===== src/itoa_pkg.sv =====
// Shared types, constants and helpers for the integer to ASCII converter.
package itoa_pkg;

    localparam int VALUE_W    = 32;
    localparam int VALUE_BITS = 32;
    localparam int BASE_W     = 6;
    localparam int CHAR_W     = 8;
    localparam int DIGIT_W    = BASE_W;
    localparam int MAX_DIGITS = VALUE_BITS;
    localparam int STEP_W     = $clog2(VALUE_BITS);
    localparam int CNT_W      = $clog2(MAX_DIGITS + 1);

    localparam logic [BASE_W-1:0] BASE_MIN    = BASE_W'(2);
    localparam logic [BASE_W-1:0] BASE_MAX    = BASE_W'(36);
    localparam logic [BASE_W-1:0] SIGNED_BASE = BASE_W'(10);

    localparam logic [CHAR_W-1:0] CHAR_ZERO      = 8'h30;
    localparam logic [CHAR_W-1:0] CHAR_ALPHA_OFS = 8'h57;
    localparam logic [CHAR_W-1:0] CHAR_MINUS     = 8'h2D;
    localparam logic [DIGIT_W-1:0] DEC_LIMIT     = DIGIT_W'(10);

    typedef logic [VALUE_BITS-1:0] t_value;
    typedef logic [BASE_W-1:0]     t_base;
    typedef logic [DIGIT_W-1:0]    t_digit;
    typedef logic [CHAR_W-1:0]     t_char;
    typedef logic [CNT_W-1:0]      t_cnt;
    typedef logic [STEP_W-1:0]     t_step;

    typedef struct packed {
        logic   done;
        logic   quot_zero;
        t_digit digit;
    } t_div_status;

    function automatic t_base sat_base(input t_base b, input logic is_signed);
        t_base r;
        if (is_signed) begin
            r = SIGNED_BASE;
        end else if (b < BASE_MIN) begin
            r = BASE_MIN;
        end else if (b > BASE_MAX) begin
            r = BASE_MAX;
        end else begin
            r = b;
        end
        return r;
    endfunction

    function automatic t_char digit_char(input t_digit d);
        t_char r;
        if (d < DEC_LIMIT) begin
            r = CHAR_ZERO + CHAR_W'(d);
        end else begin
            r = CHAR_ALPHA_OFS + CHAR_W'(d);
        end
        return r;
    endfunction

endpackage


===== src/itoa_ifs.sv =====
// Valid/ready channel interfaces for the request and the character stream.
interface itoa_in_if;
    logic                                valid;
    logic                                ready;
    logic [itoa_pkg::VALUE_W-1:0]        value;
    logic [itoa_pkg::BASE_W-1:0]         base;
    logic                                req_type;

    modport source (output valid, output value, output base, output req_type, input ready);
    modport sink   (input valid, input value, input base, input req_type, output ready);
endinterface

interface itoa_out_if;
    logic                                valid;
    logic                                ready;
    logic [itoa_pkg::CHAR_W-1:0]         char_code;
    logic                                last_char;

    modport source (output valid, output char_code, output last_char, input ready);
    modport sink   (input valid, input char_code, input last_char, output ready);
endinterface


===== src/integer_to_ascii_digits.sv =====
// Top level: converts a 32-bit value to ASCII digits, most significant first.
// Each digit comes out of the bit-serial divider; the characters, with a leading minus
// sign for a negative signed value, follow once all digits are found. One item is in
// work at a time; the next is taken once the final character sits in the output
// register. Synchronous active-low reset clears the control state; the digit stack
// and datapath registers are not reset.
module integer_to_ascii_digits (
    input  logic        i_clk,
    input  logic        i_rst_n,
    itoa_in_if.sink     i_in,
    itoa_out_if.source  o_out
);
    import itoa_pkg::*;

    typedef enum logic [3:0] {
        S_IDLE = 4'b0001,
        S_DIV  = 4'b0010,
        S_SIGN = 4'b0100,
        S_EMIT = 4'b1000
    } t_state;

    t_state      r_state, n_state;
    logic        r_neg;
    t_cnt        r_cnt;
    logic        r_out_valid;
    t_char       r_char;
    logic        r_last;
    t_base       r_base;

    logic        w_accept;
    logic        w_out_free;
    logic        w_push;
    logic        w_pop;
    logic        w_div_start;
    logic        w_in_neg;
    t_value      w_in_value;
    t_value      w_mag;
    t_value      w_dividend;
    t_base       w_base;
    t_base       w_divisor;
    t_value      w_quotient;
    t_div_status w_div_st;
    t_digit      w_top;
    logic        w_load_out;
    t_char       w_char;

    // Take a request only when the previous number has been fully handed over.
    assign i_in.ready = (r_state == S_IDLE);
    assign w_accept   = i_in.valid && i_in.ready;

    // The output register is free when empty or being drained this cycle.
    assign w_out_free = !r_out_valid || o_out.ready;

    always_comb begin
        w_in_value = i_in.value[VALUE_BITS-1:0];
        w_in_neg   = i_in.req_type && w_in_value[VALUE_BITS-1];
        // Magnitude wraps modulo 2^VALUE_BITS, so the most negative value stays itself.
        w_mag      = w_in_neg ? VALUE_BITS'(~w_in_value + 1'b1) : w_in_value;
        w_base     = sat_base(i_in.base, i_in.req_type);
    end

    // Restart the divider on a new request, or keep dividing the running quotient
    // until it reaches zero. Digits come out least significant first.
    assign w_push      = (r_state == S_DIV) && w_div_st.done;
    assign w_div_start = w_accept || (w_push && !w_div_st.quot_zero);
    assign w_dividend  = w_accept ? w_mag : w_quotient;
    // Later digits reuse the radix captured with the transaction, not the live bus.
    assign w_divisor   = w_accept ? w_base : r_base;

    // Pop digits back out in reverse, so the most significant one goes first.
    assign w_pop      = (r_state == S_EMIT) && w_out_free;
    assign w_load_out = ((r_state == S_SIGN) || (r_state == S_EMIT)) && w_out_free;
    assign w_char     = (r_state == S_SIGN) ? CHAR_MINUS : digit_char(w_top);

    itoa_div u_div (
        .i_clk      (i_clk),
        .i_rst_n    (i_rst_n),
        .i_start    (w_div_start),
        .i_dividend (w_dividend),
        .i_divisor  (w_divisor),
        .o_quotient (w_quotient),
        .o_status   (w_div_st)
    );

    itoa_lifo u_lifo (
        .i_clk   (i_clk),
        .i_push  (w_push),
        .i_pop   (w_pop),
        .i_digit (w_div_st.digit),
        .o_top   (w_top)
    );

    always_comb begin
        n_state = r_state;
        unique case (r_state)
            S_IDLE: begin
                if (w_accept) begin
                    n_state = S_DIV;
                end
            end
            S_DIV: begin
                if (w_push && w_div_st.quot_zero) begin
                    n_state = r_neg ? S_SIGN : S_EMIT;
                end
            end
            S_SIGN: begin
                if (w_out_free) begin
                    n_state = S_EMIT;
                end
            end
            S_EMIT: begin
                if (w_out_free && (r_cnt == t_cnt'(1))) begin
                    n_state = S_IDLE;
                end
            end
            default: begin
                n_state = S_IDLE;
            end
        endcase
    end

    always_ff @(posedge i_clk) begin
        if (!i_rst_n) begin
            r_state     <= S_IDLE;
            r_neg       <= 1'b0;
            r_cnt       <= '0;
            r_out_valid <= 1'b0;
        end else begin
            r_state <= n_state;
            if (w_accept) begin
                r_neg <= w_in_neg;
                r_cnt <= '0;
            end else if (w_push) begin
                r_cnt <= r_cnt + 1'b1;
            end else if (w_pop) begin
                r_cnt <= r_cnt - 1'b1;
            end
            // Hold a waiting character; advance once the sink takes it.
            if (w_out_free) begin
                r_out_valid <= w_load_out;
            end
        end
    end

    always_ff @(posedge i_clk) begin
        if (w_accept) begin
            r_base <= w_base;
        end
        if (w_load_out) begin
            r_char <= w_char;
            r_last <= (r_state == S_EMIT) && (r_cnt == t_cnt'(1));
        end
    end

    assign o_out.valid     = r_out_valid;
    assign o_out.char_code = r_char;
    assign o_out.last_char = r_last;

endmodule


===== src/itoa_div.sv =====
// Bit-serial restoring divider: one quotient bit per cycle, small remainder.
module itoa_div (
    input  logic                  i_clk,
    input  logic                  i_rst_n,
    input  logic                  i_start,
    input  itoa_pkg::t_value      i_dividend,
    input  itoa_pkg::t_base       i_divisor,
    output itoa_pkg::t_value      o_quotient,
    output itoa_pkg::t_div_status o_status
);
    import itoa_pkg::*;

    logic                r_active;
    logic                r_done;
    t_step               r_step;
    t_value              r_q;
    t_digit              r_r;
    t_base               r_div;

    logic [DIGIT_W:0]    w_trial;
    logic [DIGIT_W:0]    w_diff;
    logic                w_ge;
    t_digit              n_r;

    always_comb begin
        w_trial = {r_r, r_q[VALUE_BITS-1]};
        w_diff  = w_trial - {1'b0, r_div};
        w_ge    = (w_trial >= {1'b0, r_div});
        n_r     = w_ge ? w_diff[DIGIT_W-1:0] : w_trial[DIGIT_W-1:0];
    end

    always_ff @(posedge i_clk) begin
        if (!i_rst_n) begin
            r_active <= 1'b0;
            r_done   <= 1'b0;
            r_step   <= '0;
        end else begin
            r_done <= 1'b0;
            if (i_start) begin
                r_active <= 1'b1;
                r_step   <= STEP_W'(VALUE_BITS - 1);
            end else if (r_active) begin
                r_step <= r_step - 1'b1;
                if (r_step == '0) begin
                    r_active <= 1'b0;
                    r_done   <= 1'b1;
                end
            end
        end
    end

    always_ff @(posedge i_clk) begin
        if (i_start) begin
            r_q   <= i_dividend;
            r_r   <= '0;
            r_div <= i_divisor;
        end else if (r_active) begin
            r_q <= {r_q[VALUE_BITS-2:0], w_ge};
            r_r <= n_r;
        end
    end

    assign o_quotient         = r_q;
    assign o_status.done      = r_done;
    assign o_status.quot_zero = (r_q == '0);
    assign o_status.digit     = r_r;

endmodule


===== src/itoa_lifo.sv =====
// Shift-register digit stack: push at the top, pop from the top.
module itoa_lifo (
    input  logic             i_clk,
    input  logic             i_push,
    input  logic             i_pop,
    input  itoa_pkg::t_digit i_digit,
    output itoa_pkg::t_digit o_top
);
    import itoa_pkg::*;

    t_digit r_mem [MAX_DIGITS];

    always_ff @(posedge i_clk) begin
        if (i_push) begin
            r_mem[0] <= i_digit;
            for (int i = 1; i < MAX_DIGITS; i++) begin
                r_mem[i] <= r_mem[i-1];
            end
        end else if (i_pop) begin
            for (int i = 0; i < MAX_DIGITS - 1; i++) begin
                r_mem[i] <= r_mem[i+1];
            end
        end
    end

    assign o_top = r_mem[0];

endmodule

===== src/flat_wrapper.sv =====
// flat-port wrapper written by rule: the top's interface ports become plain ports
module integer_to_ascii_digits_flat import itoa_pkg::*;
  (i_clk, i_rst_n, i_in_valid, i_in_value, i_in_base, i_in_req_type, i_in_ready, o_out_valid, o_out_char_code, o_out_last_char, o_out_ready);
  itoa_in_if i_in_i ();
  itoa_out_if o_out_i ();
  input  logic i_clk;
  input  logic i_rst_n;
  input wire logic [$bits(i_in_i.valid)-1:0] i_in_valid;
  input wire logic [$bits(i_in_i.value)-1:0] i_in_value;
  input wire logic [$bits(i_in_i.base)-1:0] i_in_base;
  input wire logic [$bits(i_in_i.req_type)-1:0] i_in_req_type;
  output wire logic [$bits(i_in_i.ready)-1:0] i_in_ready;
  output wire logic [$bits(o_out_i.valid)-1:0] o_out_valid;
  output wire logic [$bits(o_out_i.char_code)-1:0] o_out_char_code;
  output wire logic [$bits(o_out_i.last_char)-1:0] o_out_last_char;
  input wire logic [$bits(o_out_i.ready)-1:0] o_out_ready;
  assign i_in_i.valid = i_in_valid;
  assign i_in_i.value = i_in_value;
  assign i_in_i.base = i_in_base;
  assign i_in_i.req_type = i_in_req_type;
  assign i_in_ready = i_in_i.ready;
  assign o_out_valid = o_out_i.valid;
  assign o_out_char_code = o_out_i.char_code;
  assign o_out_last_char = o_out_i.last_char;
  assign o_out_i.ready = o_out_ready;
  integer_to_ascii_digits u_core (.i_clk(i_clk), .i_rst_n(i_rst_n), .i_in(i_in_i), .o_out(o_out_i));
endmodule

===== config.mk =====
export PLATFORM = sky130hd
export DESIGN_NAME = integer_to_ascii_digits_flat
export DESIGN_NICKNAME = d
export VERILOG_FILES = /design/src/itoa_pkg.sv /design/src/itoa_ifs.sv /design/src/integer_to_ascii_digits.sv /design/src/itoa_div.sv /design/src/itoa_lifo.sv /design/src/flat_wrapper.sv
export SDC_FILE = /design/constraint.sdc
export NUM_CORES = 1
export LEC_CHECK = 0
export ABC_AREA = 1
export BUFFER_PORTS_ARGS = -buffer_cell sky130_fd_sc_hd__buf_2
export CORE_AREA = 3 3 163 165
export DETAILED_ROUTE_END_ITERATION = 16
export DIE_AREA = 0 0 166 168
export PLACE_DENSITY_LB_ADDON = 0.08
export SYNTH_ARGS = -nofsm -noshare
export SYNTH_HDL_FRONTEND = slang
export SYNTH_HIERARCHICAL = 1
export SYNTH_SLANG_ARGS = --single-unit

===== constraint.sdc =====
create_clock -name i_clk -period 16.5 [get_ports i_clk]
set_clock_uncertainty 0.05 [all_clocks]
set_input_delay 1.65 -clock i_clk [delete_from_list [all_inputs] [get_ports i_clk]]
set_output_delay 1.65 -clock i_clk [all_outputs]
set_load 0.01 [all_outputs]

**Word-level counts from Yosys, hierarchy flattened**

Memories as Yosys holds them, arrays and structs flattened.
Index checks and enable logic that the tools add are counted.

- Input port bits: 43
- Bits in registers: 78
- RAM bits: 192
- Memories kept: 1

Memory list:

| memory | depth | bits a word | read ports | clocked after memory_dff | wr ports | RTL line | text |
|---|---|---|---|---|---|---|---|
| u_core.u_lifo.r_mem | 32 | 6 | 32 | 0 | 32 | itoa_lifo.sv:11 | `t_digit r_mem [MAX_DIGITS];` |

- Bitwise gates (word level): 34
- Order comparisons: 4
- Muxes and demuxes: 60
- Equal/unequal tests: 10
- Reductions and logical operators: 22
- Add/sub/neg operators: 7

Operators with widths:

| operator | number |
|---|---|
| 2-to-1 mux 6 bit | 38 |
| 2-to-1 mux 32 bit | 4 |
| adder 32 x 1 -> 32 bit, second input constant | 1 |
| logical NOT 32 bit | 1 |
| inverter 32 bit | 1 |
| bitwise OR 1 bit | 31 |
| 2-to-1 mux 4 bit | 5 |
| one-hot mux 4 bit (4 select lines) | 1 |
| 2-to-1 mux 5 bit | 2 |
| logical AND 1 bit | 9 |
| 2-to-1 mux 1 bit | 9 |
| adder 7 x 6 -> 8 bit, first input constant | 1 |
| 2-to-1 mux 8 bit | 1 |
| adder 6 x 6 -> 7 bit, first input constant | 1 |
| greater-or-equal comparator 7 x 6 -> 1 bit | 1 |
| adder 6 x 1 -> 6 bit, second input constant | 1 |
| == test 6 x 1 -> 1 bit, second input constant | 1 |
| > comparator 6 bit, second input constant | 1 |
| less-than comparator 6 x 2 -> 1 bit, second input constant | 1 |
| less-than comparator 6 x 4 -> 1 bit, second input constant | 1 |
| inequality test 2 bit, second input constant | 3 |
| subtractor 6 x 1 -> 6 bit, second input constant | 1 |
| subtractor 6 bit | 1 |
| logical NOT 5 bit | 1 |
| other kinds (14) | 20 |

**Longest topological paths before layout**

Gate-level depths: netlist of run 1.

- Depth after elaboration: 7
- Depth in mapped cells: 13
- Depth with buffers taken out: 12

**Cells and area by module**

The synthesis of run 1 kept the hierarchy.

By module, submodules not included:

| module | cells each | seq. area each (um^2) | times used | area each (um^2) |
|---|---|---|---|---|
| itoa_lifo | 781 | 5,765.5 | 1 | 8,330.5 |
| integer_to_ascii_digits | 481 | 630.6 | 1 | 2,842.7 |
| itoa_div | 288 | 1,401.3 | 1 | 2,567.5 |

**Least setup slack after synthesis of run 1**

Ideal clock, no wire load.

- Kind: input -> register
- Start: in o_out_ready
- End: mem u_core/u_lifo/r_mem[0][0] in the netlist's numbering, enable pin
- Library setup time: 0.561 ns
- Arrival: 6.340 ns
- Slack: 9.549 ns
- Stages on the path: 5
- Cells stage by stage: nor2_1 -> nor2_2 -> buf_4 -> buf_4 -> or2_1

RTL lines:

| element | RTL line | text |
|---|---|---|
| from (decl) | flat_wrapper.sv:16 | `input wire logic [$bits(o_out_i.ready)-1:0] o_out_ready;` |
| to (decl) | itoa_lifo.sv:11 |  |

==> results of run 1 <==
## worst reg2reg max path, cell delays in order, from the launching register on
cell     delay (ns)
dfxtp_1        0.35
nor2_1         0.15
nand3_1        0.23
nor2_4         0.13
buf_4          0.46
or2_4          0.38
buf_4          0.91
buf_4          1.00
## how the worst min path moves through the flow
stage	cells past startpoint	startpoint	endpoint	slack, ns
2_1_floorplan	2	u_core/r_base[0]$_DFF_P_	u_core/r_base[0]$_DFF_P_	0.37
3_3_place_gp	0	u_core/u_lifo/r_mem[1][86]$_DFFE_PP_	u_core/u_lifo/r_mem[1][92]$_DFFE_PP_	0.38
3_5_place_dp	0	u_core/u_lifo/r_mem[1][86]$_DFFE_PP_	u_core/u_lifo/r_mem[1][92]$_DFFE_PP_	0.39
4_1_cts	0	u_core/u_lifo/r_mem[1][89]$_DFFE_PP_	u_core/u_lifo/r_mem[1][95]$_DFFE_PP_	0.40
5_1_grt	2	u_core/r_base[0]$_DFF_P_	u_core/r_base[0]$_DFF_P_	0.42
6_report	2	u_core/r_base[4]$_DFF_P_	u_core/r_base[4]$_DFF_P_	0.40
## logic make-up after synthesis
family,synth area share (%)
AOI/OAI and AO/OA,5.33
xor gates and xnor gates,1.15
adders and majority gates,1.69
buffers and inverters,7.01
DFF,56.7
and+or+nand+nor,28.1
## Yosys cell counts (2+ instances only)
library cell,instances
o21ai_1,73
nor3_1,5
inv_4,2
or2_0,2
a2bb2oi_1,2
o211ai_1,3
nor4_1,8
nor2_2,6
xnor2_1,8
inv_2,6
edfxtp_1,239
buf_4,29
buf_6,7
buf_2,22
inv_1,118
nor2_4,5
nor2_1,53
nand2_4,3
xor2_1,10
dfxtp_1,31
nand3_1,182
a21oi_1,18
nand2_2,5
o31ai_1,3
nand2_1,603
nand3b_1,5
clkbuf_1,21
ha_1,17
nand4_1,19
o21ai_0,27
a31oi_1,2
nand3_2,3
## per-stage QoR
stage | hold slack [ns] | util [%] | area (µm²) | power [µW]
2_1_floorplan | 0.368 | - | 13700 | 1220
3_3_place_gp | 0.381 | 55.7 | 14000 | 1300
3_5_place_dp | 0.386 | 55.7 | 14000 | 1310
4_1_cts | 0.401 | 59.0 | 14900 | 1890
5_1_grt | 0.423 | 59.0 | 14900 | 1990
6_report | 0.398 | 59.0 | 14900 | 1870
## layout make-up
type | count | area [µm²]
clock buffer | 42 | 774
sequential | 270 | 7800
clock inverter | 9 | 53.8
fill | 2281 | 10300
tap | 330 | 413
inverter | 126 | 480
timing repair buffer | 62 | 333
multi-input combinational | 1075 | 5000
## registers in the layout, indices dropped and copies added, names as in the netlist
| name | count |
|---|---|
| u_core/u_div/r_r | 6 |
| u_core/o_out.valid | 1 |
| u_core/r_state | 4 |
| u_core/r_cnt | 6 |
| u_core/u_div/r_active | 1 |
| u_core/o_out.last_char | 1 |
| u_core/u_div/r_done | 1 |
| u_core/u_div/o_quotient | 32 |
| u_core/u_div/r_div | 6 |
| u_core/u_lifo/r_mem | 192 |
| u_core/o_out.char_code | 8 |
| u_core/u_div/r_step | 5 |
| u_core/r_base | 6 |
| u_core/r_neg | 1 |
## metal layers
layer	wire [µm]	part of all wire (%)
met1	12600	47
met2	12600	47
met3	1070	4.0
met4	781	2.9
met5	0	0
## report_power, final
part | internal [µW] | switching [µW] | total (µW)
combinational | 135 | 249 | 383
clock | 324 | 250 | 575
sequential | 851 | 57.9 | 909
==> impl_metrics.env, run 1 <==
export IMPL_status="completed"
export IMPL_timing_rr_start="u_core/r_state[1]$_SDFFE_PN0P_"
export IMPL_clkTransAtPathRegs_ns=0.05
export IMPL_synthTopCellsByArea="edfxtp_1 (52%), nand2_1 (16%), nand3_1 (6.6%)"
export IMPL_finalCriticalPeriod_ns=4.60
export IMPL_hold_violations=0
export IMPL_grt_first_pass_wirelength_mm=46.4
export IMPL_ios=54
export IMPL_ys_seq_elements=270
export IMPL_p_per_area_nw_per_um2=126
export IMPL_path_depth=7
export IMPL_crit_path_max_fanout=91
export IMPL_max_slew_worst_pin_slew_ns=1.15
export IMPL_cts_tree="yes"
export IMPL_mostFrequentLayoutCells="nand2_1 (603), edfxtp_1 (239), nand3_1 (182)"
export IMPL_antenna_found_initial=0
export IMPL_yosysWarnings=6
export IMPL_cts_buffers=29
export IMPL_worstPathArrival_ns=4.71
export IMPL_r2r_end="u_core/u_lifo/r_mem[0][37]$_DFFE_PP_"
export IMPL_syn_nets=1611
export IMPL_layout_drive_gt1_share_pct=8.33
export IMPL_fp_row_count=58
export IMPL_synth_edf_count=239
export IMPL_route_detailed_drc=0
export IMPL_ir_drop_mv=0.0977
export IMPL_die_area_um2=27900
export IMPL_critPathLaunchType="input port"
export IMPL_placed_cells=1863
export IMPL_overflow=0
export IMPL_final_common_cell="nand2_1"
export IMPL_cts_sinks=270
export IMPL_ant_nets=0
export IMPL_p_leak_uw=0.00636
export IMPL_critPathLaunch="o_out_ready"
export IMPL_use_met2_pct=31.7
export IMPL_hpwl_mm=16.8
export IMPL_fp_dieH_um=168
export IMPL_drt_vias_per_instance=5.32
export IMPL_cts_path_max_buffers=3
export IMPL_timing_critical_path_to="u_core/u_lifo/r_mem[0][37]$_DFFE_PP_"
export IMPL_drv_slew=0
export IMPL_setup_viol=0
export IMPL_clock_latency_ns=0.55
export IMPL_crit_chain="buf_2, nor2_1, nor2_4, buf_4, or2_4, buf_4, buf_4"
export IMPL_root_buffer="clkbuf_16"
export IMPL_min_path_type="flop to flop"
export IMPL_drt_iter0_drc=934
export IMPL_period_share_pct=27.9
export IMPL_gr_usage_met3_pct=2.39
export IMPL_drv_cap=0
export IMPL_slew_headroom_pct=23.0
export IMPL_synthArstFlopShare_pct=0
export IMPL_dp_slack_ns=11.32
export IMPL_rsz0062_at_grt="no"
export IMPL_crit_path_end_kind="flop"
export IMPL_cp_required_ns=16.61
export IMPL_syn_area_um2=13700
export IMPL_crit_buf_inv=4
export IMPL_cts_setup_buffers=0
export IMPL_htreeDepth=1
export IMPL_reg2reg_slack_ns=12.44
export IMPL_timing_fmax_ghz=0.217
export IMPL_grt_pass1_vias=9771
export IMPL_finalNetCount=1625
export IMPL_synthFlopType="edfxtp_1"
export IMPL_avgSynthCellArea_um2=8.86
export IMPL_cpPeakStageDelay_ns=0.95
export IMPL_wl_per_cell_um=14.1
export IMPL_start_util_pct=54.6
export IMPL_crit_slowest_cell="buf_4"
export IMPL_met1_usage_pct=27.5
export IMPL_syn_inst=1550
export IMPL_dr_pass1_iters=5
export IMPL_grtUsageTotal_pct=19.4
export IMPL_die_width_um=166
export IMPL_synth_largest_area_cell="edfxtp_1"
export IMPL_design_core_area_um2=25200
export IMPL_postCtsResizedCells=0
export IMPL_worst_slack_ns=11.90
export IMPL_path_class="input port to flop"
export IMPL_setup_tns_ns=0
export IMPL_ys_seq_area_share_pct=56.7
export IMPL_antenna_cells=0
export IMPL_synth_top_area_share_pct=52.2
export IMPL_critPathTopFamily="buffers and inverters"
export IMPL_syn_to_final_growth_pct=8.11
export IMPL_r2r_cells=7
export IMPL_final_cells=1914
export IMPL_crit_top_cell="buf_4"
export IMPL_numPortBuffers=53
export IMPL_busiest_layer="met2"
export IMPL_grt_max_degree=109
export IMPL_hold_buffers=0
export IMPL_finalWirelength_mm=27.1
export IMPL_via_count=10200
export IMPL_synthDistinctLibCells=45
export IMPL_gp_congestion=0.865
(Power assumes the default switching activity.)
==> run 2, diff against run 1 <==
- ABC_AREA: 1 -> 0
- CORE_AREA: 3 3 163 165 -> 3 3 159 161
- DIE_AREA: 0 0 166 168 -> 0 0 162 164
- clock period: 16.5 -> 4.8 ns (I/O delays scaled with it)
==> impl_metrics.env, run 2 <==
export IMPL_status="completed"
export IMPL_period_share_pct=66.6
export IMPL_max_slew_worst_pin_slew_ns=0.977
export IMPL_setup_viol=0
export IMPL_multi_input_area_um2=5040
export IMPL_synth_top_area_share_pct=54.4
export IMPL_avgSynthCellArea_um2=14.1
export IMPL_grt_pass1_vias=7261
export IMPL_finalCriticalPeriod_ns=3.20
export IMPL_timing_rr_start="u_core/r_state[1]$_SDFFE_PN0P_"
export IMPL_htreeDepth=1
export IMPL_timing_critical_path_to="u_core/u_lifo/r_mem[0][42]$_DFFE_PP_"
export IMPL_drt_iter0_drc=359
export IMPL_crit_slowest_cell="nand2b_4"
export IMPL_yosysWarnings=6
export IMPL_power_uw=6730
export IMPL_design_core_area_um2=24100
export IMPL_synth_edf_count=239
export IMPL_setup_tns_ns=0
export IMPL_crit_chain="nor4b_2, nand2_1, clkinv_2, nand2b_4, buf_12, mux2_2"
export IMPL_ant_nets=0
export IMPL_numPortBuffers=53
export IMPL_postCtsResizedCells=0
export IMPL_synthArstFlopShare_pct=0
export IMPL_route_detailed_drc=0
export IMPL_register_area_um2=7800
export IMPL_drt_vias_per_instance=5.49
export IMPL_wl_per_cell_um=16.4
export IMPL_drv_slew=0
export IMPL_clkTransAtPathRegs_ns=0.05
export IMPL_worstPathArrival_ns=3.45
export IMPL_ir_drop_mv=0.235
export IMPL_synthTopCellsByArea="edfxtp_1 (54%), mux2_2 (17%), dfxtp_1 (4.7%)"
export IMPL_slew_headroom_pct=34.9
export IMPL_via_count=7279
export IMPL_regMostFlops="u_core/u_lifo/r_mem"
export IMPL_antenna_found_initial=0
export IMPL_layout_drive_gt1_share_pct=34.4
export IMPL_synth_most_common_cell="edfxtp_1"
export IMPL_dr_pass1_iters=4
export IMPL_synthDistinctLibCells=72
export IMPL_cts_buffers=30
export IMPL_drv_cap=0
export IMPL_finalWirelength_mm=21.8
export IMPL_cpPeakStageDelay_ns=0.70
export IMPL_synthFlopType="edfxtp_1"
export IMPL_mostFrequentLayoutCells="edfxtp_1 (239), mux2_2 (199), nand2_1 (67)"
export IMPL_cts_tree="yes"
export IMPL_p_per_area_nw_per_um2=459
export IMPL_hold_violations=0
export IMPL_largest_reg_flops=192
export IMPL_timing_fmax_ghz=0.313
export IMPL_critPathLaunchType="flop"
export IMPL_cts_sinks=270
export IMPL_rsz0062_at_grt="no"
export IMPL_min_path_type="input port to flop"
export IMPL_path_class="flop to flop"
export IMPL_syn_inst=937
export IMPL_cts_setup_buffers=0
export IMPL_reg2reg_slack_ns=1.60
export IMPL_die_area_um2=26600
export IMPL_grtUsageTotal_pct=16.5
export IMPL_synth_largest_area_cell="edfxtp_1"
export IMPL_fp_row_count=57
export IMPL_grt_max_degree=78
export IMPL_gp_congestion=0.791
export IMPL_critPathTopFamily="simple AND/OR/NAND/NOR gates"
export IMPL_fillCellCount=1951
export IMPL_root_buffer="clkbuf_16"
export IMPL_yosys_top_cells_count="edfxtp_1 (239), mux2_2 (199), nand2_1 (67), o21ai_0 (44), nor2_1 (34)"
export IMPL_p_leak_uw=0.00514
export IMPL_syn_to_final_growth_pct=11.1
export IMPL_r2r_cells=6
export IMPL_hold_buffers=0
export IMPL_path_depth=6
export IMPL_crit_path_max_fanout=57
export IMPL_grt_first_pass_wirelength_mm=36.6
export IMPL_critPathLaunch="u_core/r_state[1]$_SDFFE_PN0P_"
export IMPL_overflow=0
export IMPL_ys_seq_area_share_pct=59.1
export IMPL_syn_area_um2=13200
export IMPL_antenna_cells=0
export IMPL_crit_buf_inv=2
export IMPL_syn_nets=998
export IMPL_finalNetCount=1040
export IMPL_die_width_um=162
export IMPL_start_util_pct=54.7
export IMPL_ios=54
export IMPL_cp_required_ns=5.05
export IMPL_fp_dieH_um=164
export IMPL_cts_path_max_buffers=3
export IMPL_crit_path_end_kind="flop"
export IMPL_clock_latency_ns=0.55
export IMPL_hpwl_mm=14.0
export IMPL_r2r_end="u_core/u_lifo/r_mem[0][42]$_DFFE_PP_"
export IMPL_ys_seq_elements=270
export IMPL_final_common_cell="edfxtp_1"
==> run 2: cell types whose count changed after synthesis, sizes merged, moves of 7 or more <==
cell / delta
o21a: +9
nand2: -543
xnor2: +20
clkbuf: -9
nor3: +7
nand4: -14
buf: -20
mux2: +219
o21ai: -54
nor4: +12
inv: -102
xor2: +9
nand3: -175
nor2: -30
==> run 2: cell type report <==
type                       count  area share (%)
clock inverter                12           0.871
clock buffer                  44            5.69
timing repair buffer          60            2.42
sequential                   270            53.2
tap                          324            2.77
multi-input combinational    592            34.4
inverter                      25           0.657
==> run 2: worst min path at each step <==
stage / startpoint / endpoint / slack (ns) / cells past startpoint
after detailed placement: u_core/u_lifo/r_mem[1][88]$_DFFE_PP_ / u_core/u_lifo/r_mem[1][94]$_DFFE_PP_ / 0.39 / 0
after global routing: i_in_base[5] / u_core/r_base[4]$_DFF_P_ / 0.16 / 2
final: i_in_base[5] / u_core/r_base[4]$_DFF_P_ / 0.16 / 2
after CTS: i_in_base[5] / u_core/r_base[4]$_DFF_P_ / 0.14 / 2
after floorplan: u_core/r_base[4]$_DFF_P_ / u_core/r_base[4]$_DFF_P_ / 0.36 / 2
after global placement: u_core/u_lifo/r_mem[1][88]$_DFFE_PP_ / u_core/u_lifo/r_mem[1][94]$_DFFE_PP_ / 0.38 / 0
==> run 2: kinds of logic (layout without fill, tap and decap cells) <==
family | count (synthesis) | count (layout) | synth area share [%]
simple gates | 192 | 192 | 8.09
fa+ha+maj | 18 | 18 | 1.76
xor+xnor | 47 | 47 | 3.12
compound gates | 113 | 113 | 5.60
flops | 270 | 270 | 59.1
buf+inv | 75 | 141 | 2.84
mux | 222 | 222 | 19.5
==> run 2: routing by layer <==
metal	vias up	part of all wire [%]	track usage [%]
li1	3623	-	-
met1	3528	49	23.9
met2	100	46	26.0
met3	28	3.7	3.13
met4	0	1.4	3.57
met5	-	0	0
==> run 2: worst reg2reg max path, cell delays in order (launching register included) <==
cell,delay (ns)
dfxtp_1,0.47
nor4b_2,0.46
nand2_1,0.28
clkinv_2,0.22
nand2b_4,0.70
buf_12,0.38
mux2_2,0.40
==> run 2: stage by stage <==
| step | hold slack (ns) | worst slack, ns | area, µm² | instances | utilization, % |
|---|---|---|---|---|---|
| after floorplan | 0.361 | 0.244 | 13200 | 937 | - |
| final | 0.163 | 1.60 | 14700 | 1327 | 60.8 |
| after global routing | 0.160 | 1.35 | 14700 | 1327 | 60.8 |
| after detailed placement | 0.386 | 1.58 | 13700 | 1271 | 56.8 |
| after CTS | 0.142 | 1.59 | 14700 | 1327 | 60.8 |
| after global placement | 0.377 | 1.65 | 13700 | 1271 | 56.8 |
==> run 2: power by group <==
part / total [µW] / internal (µW) / switching (µW) / leakage [µW]
combinational: 1300 / 631 / 666 / 0.00224
clock: 2180 / 1310 / 870 / 0.000465
sequential: 3250 / 3020 / 234 / 0.00244
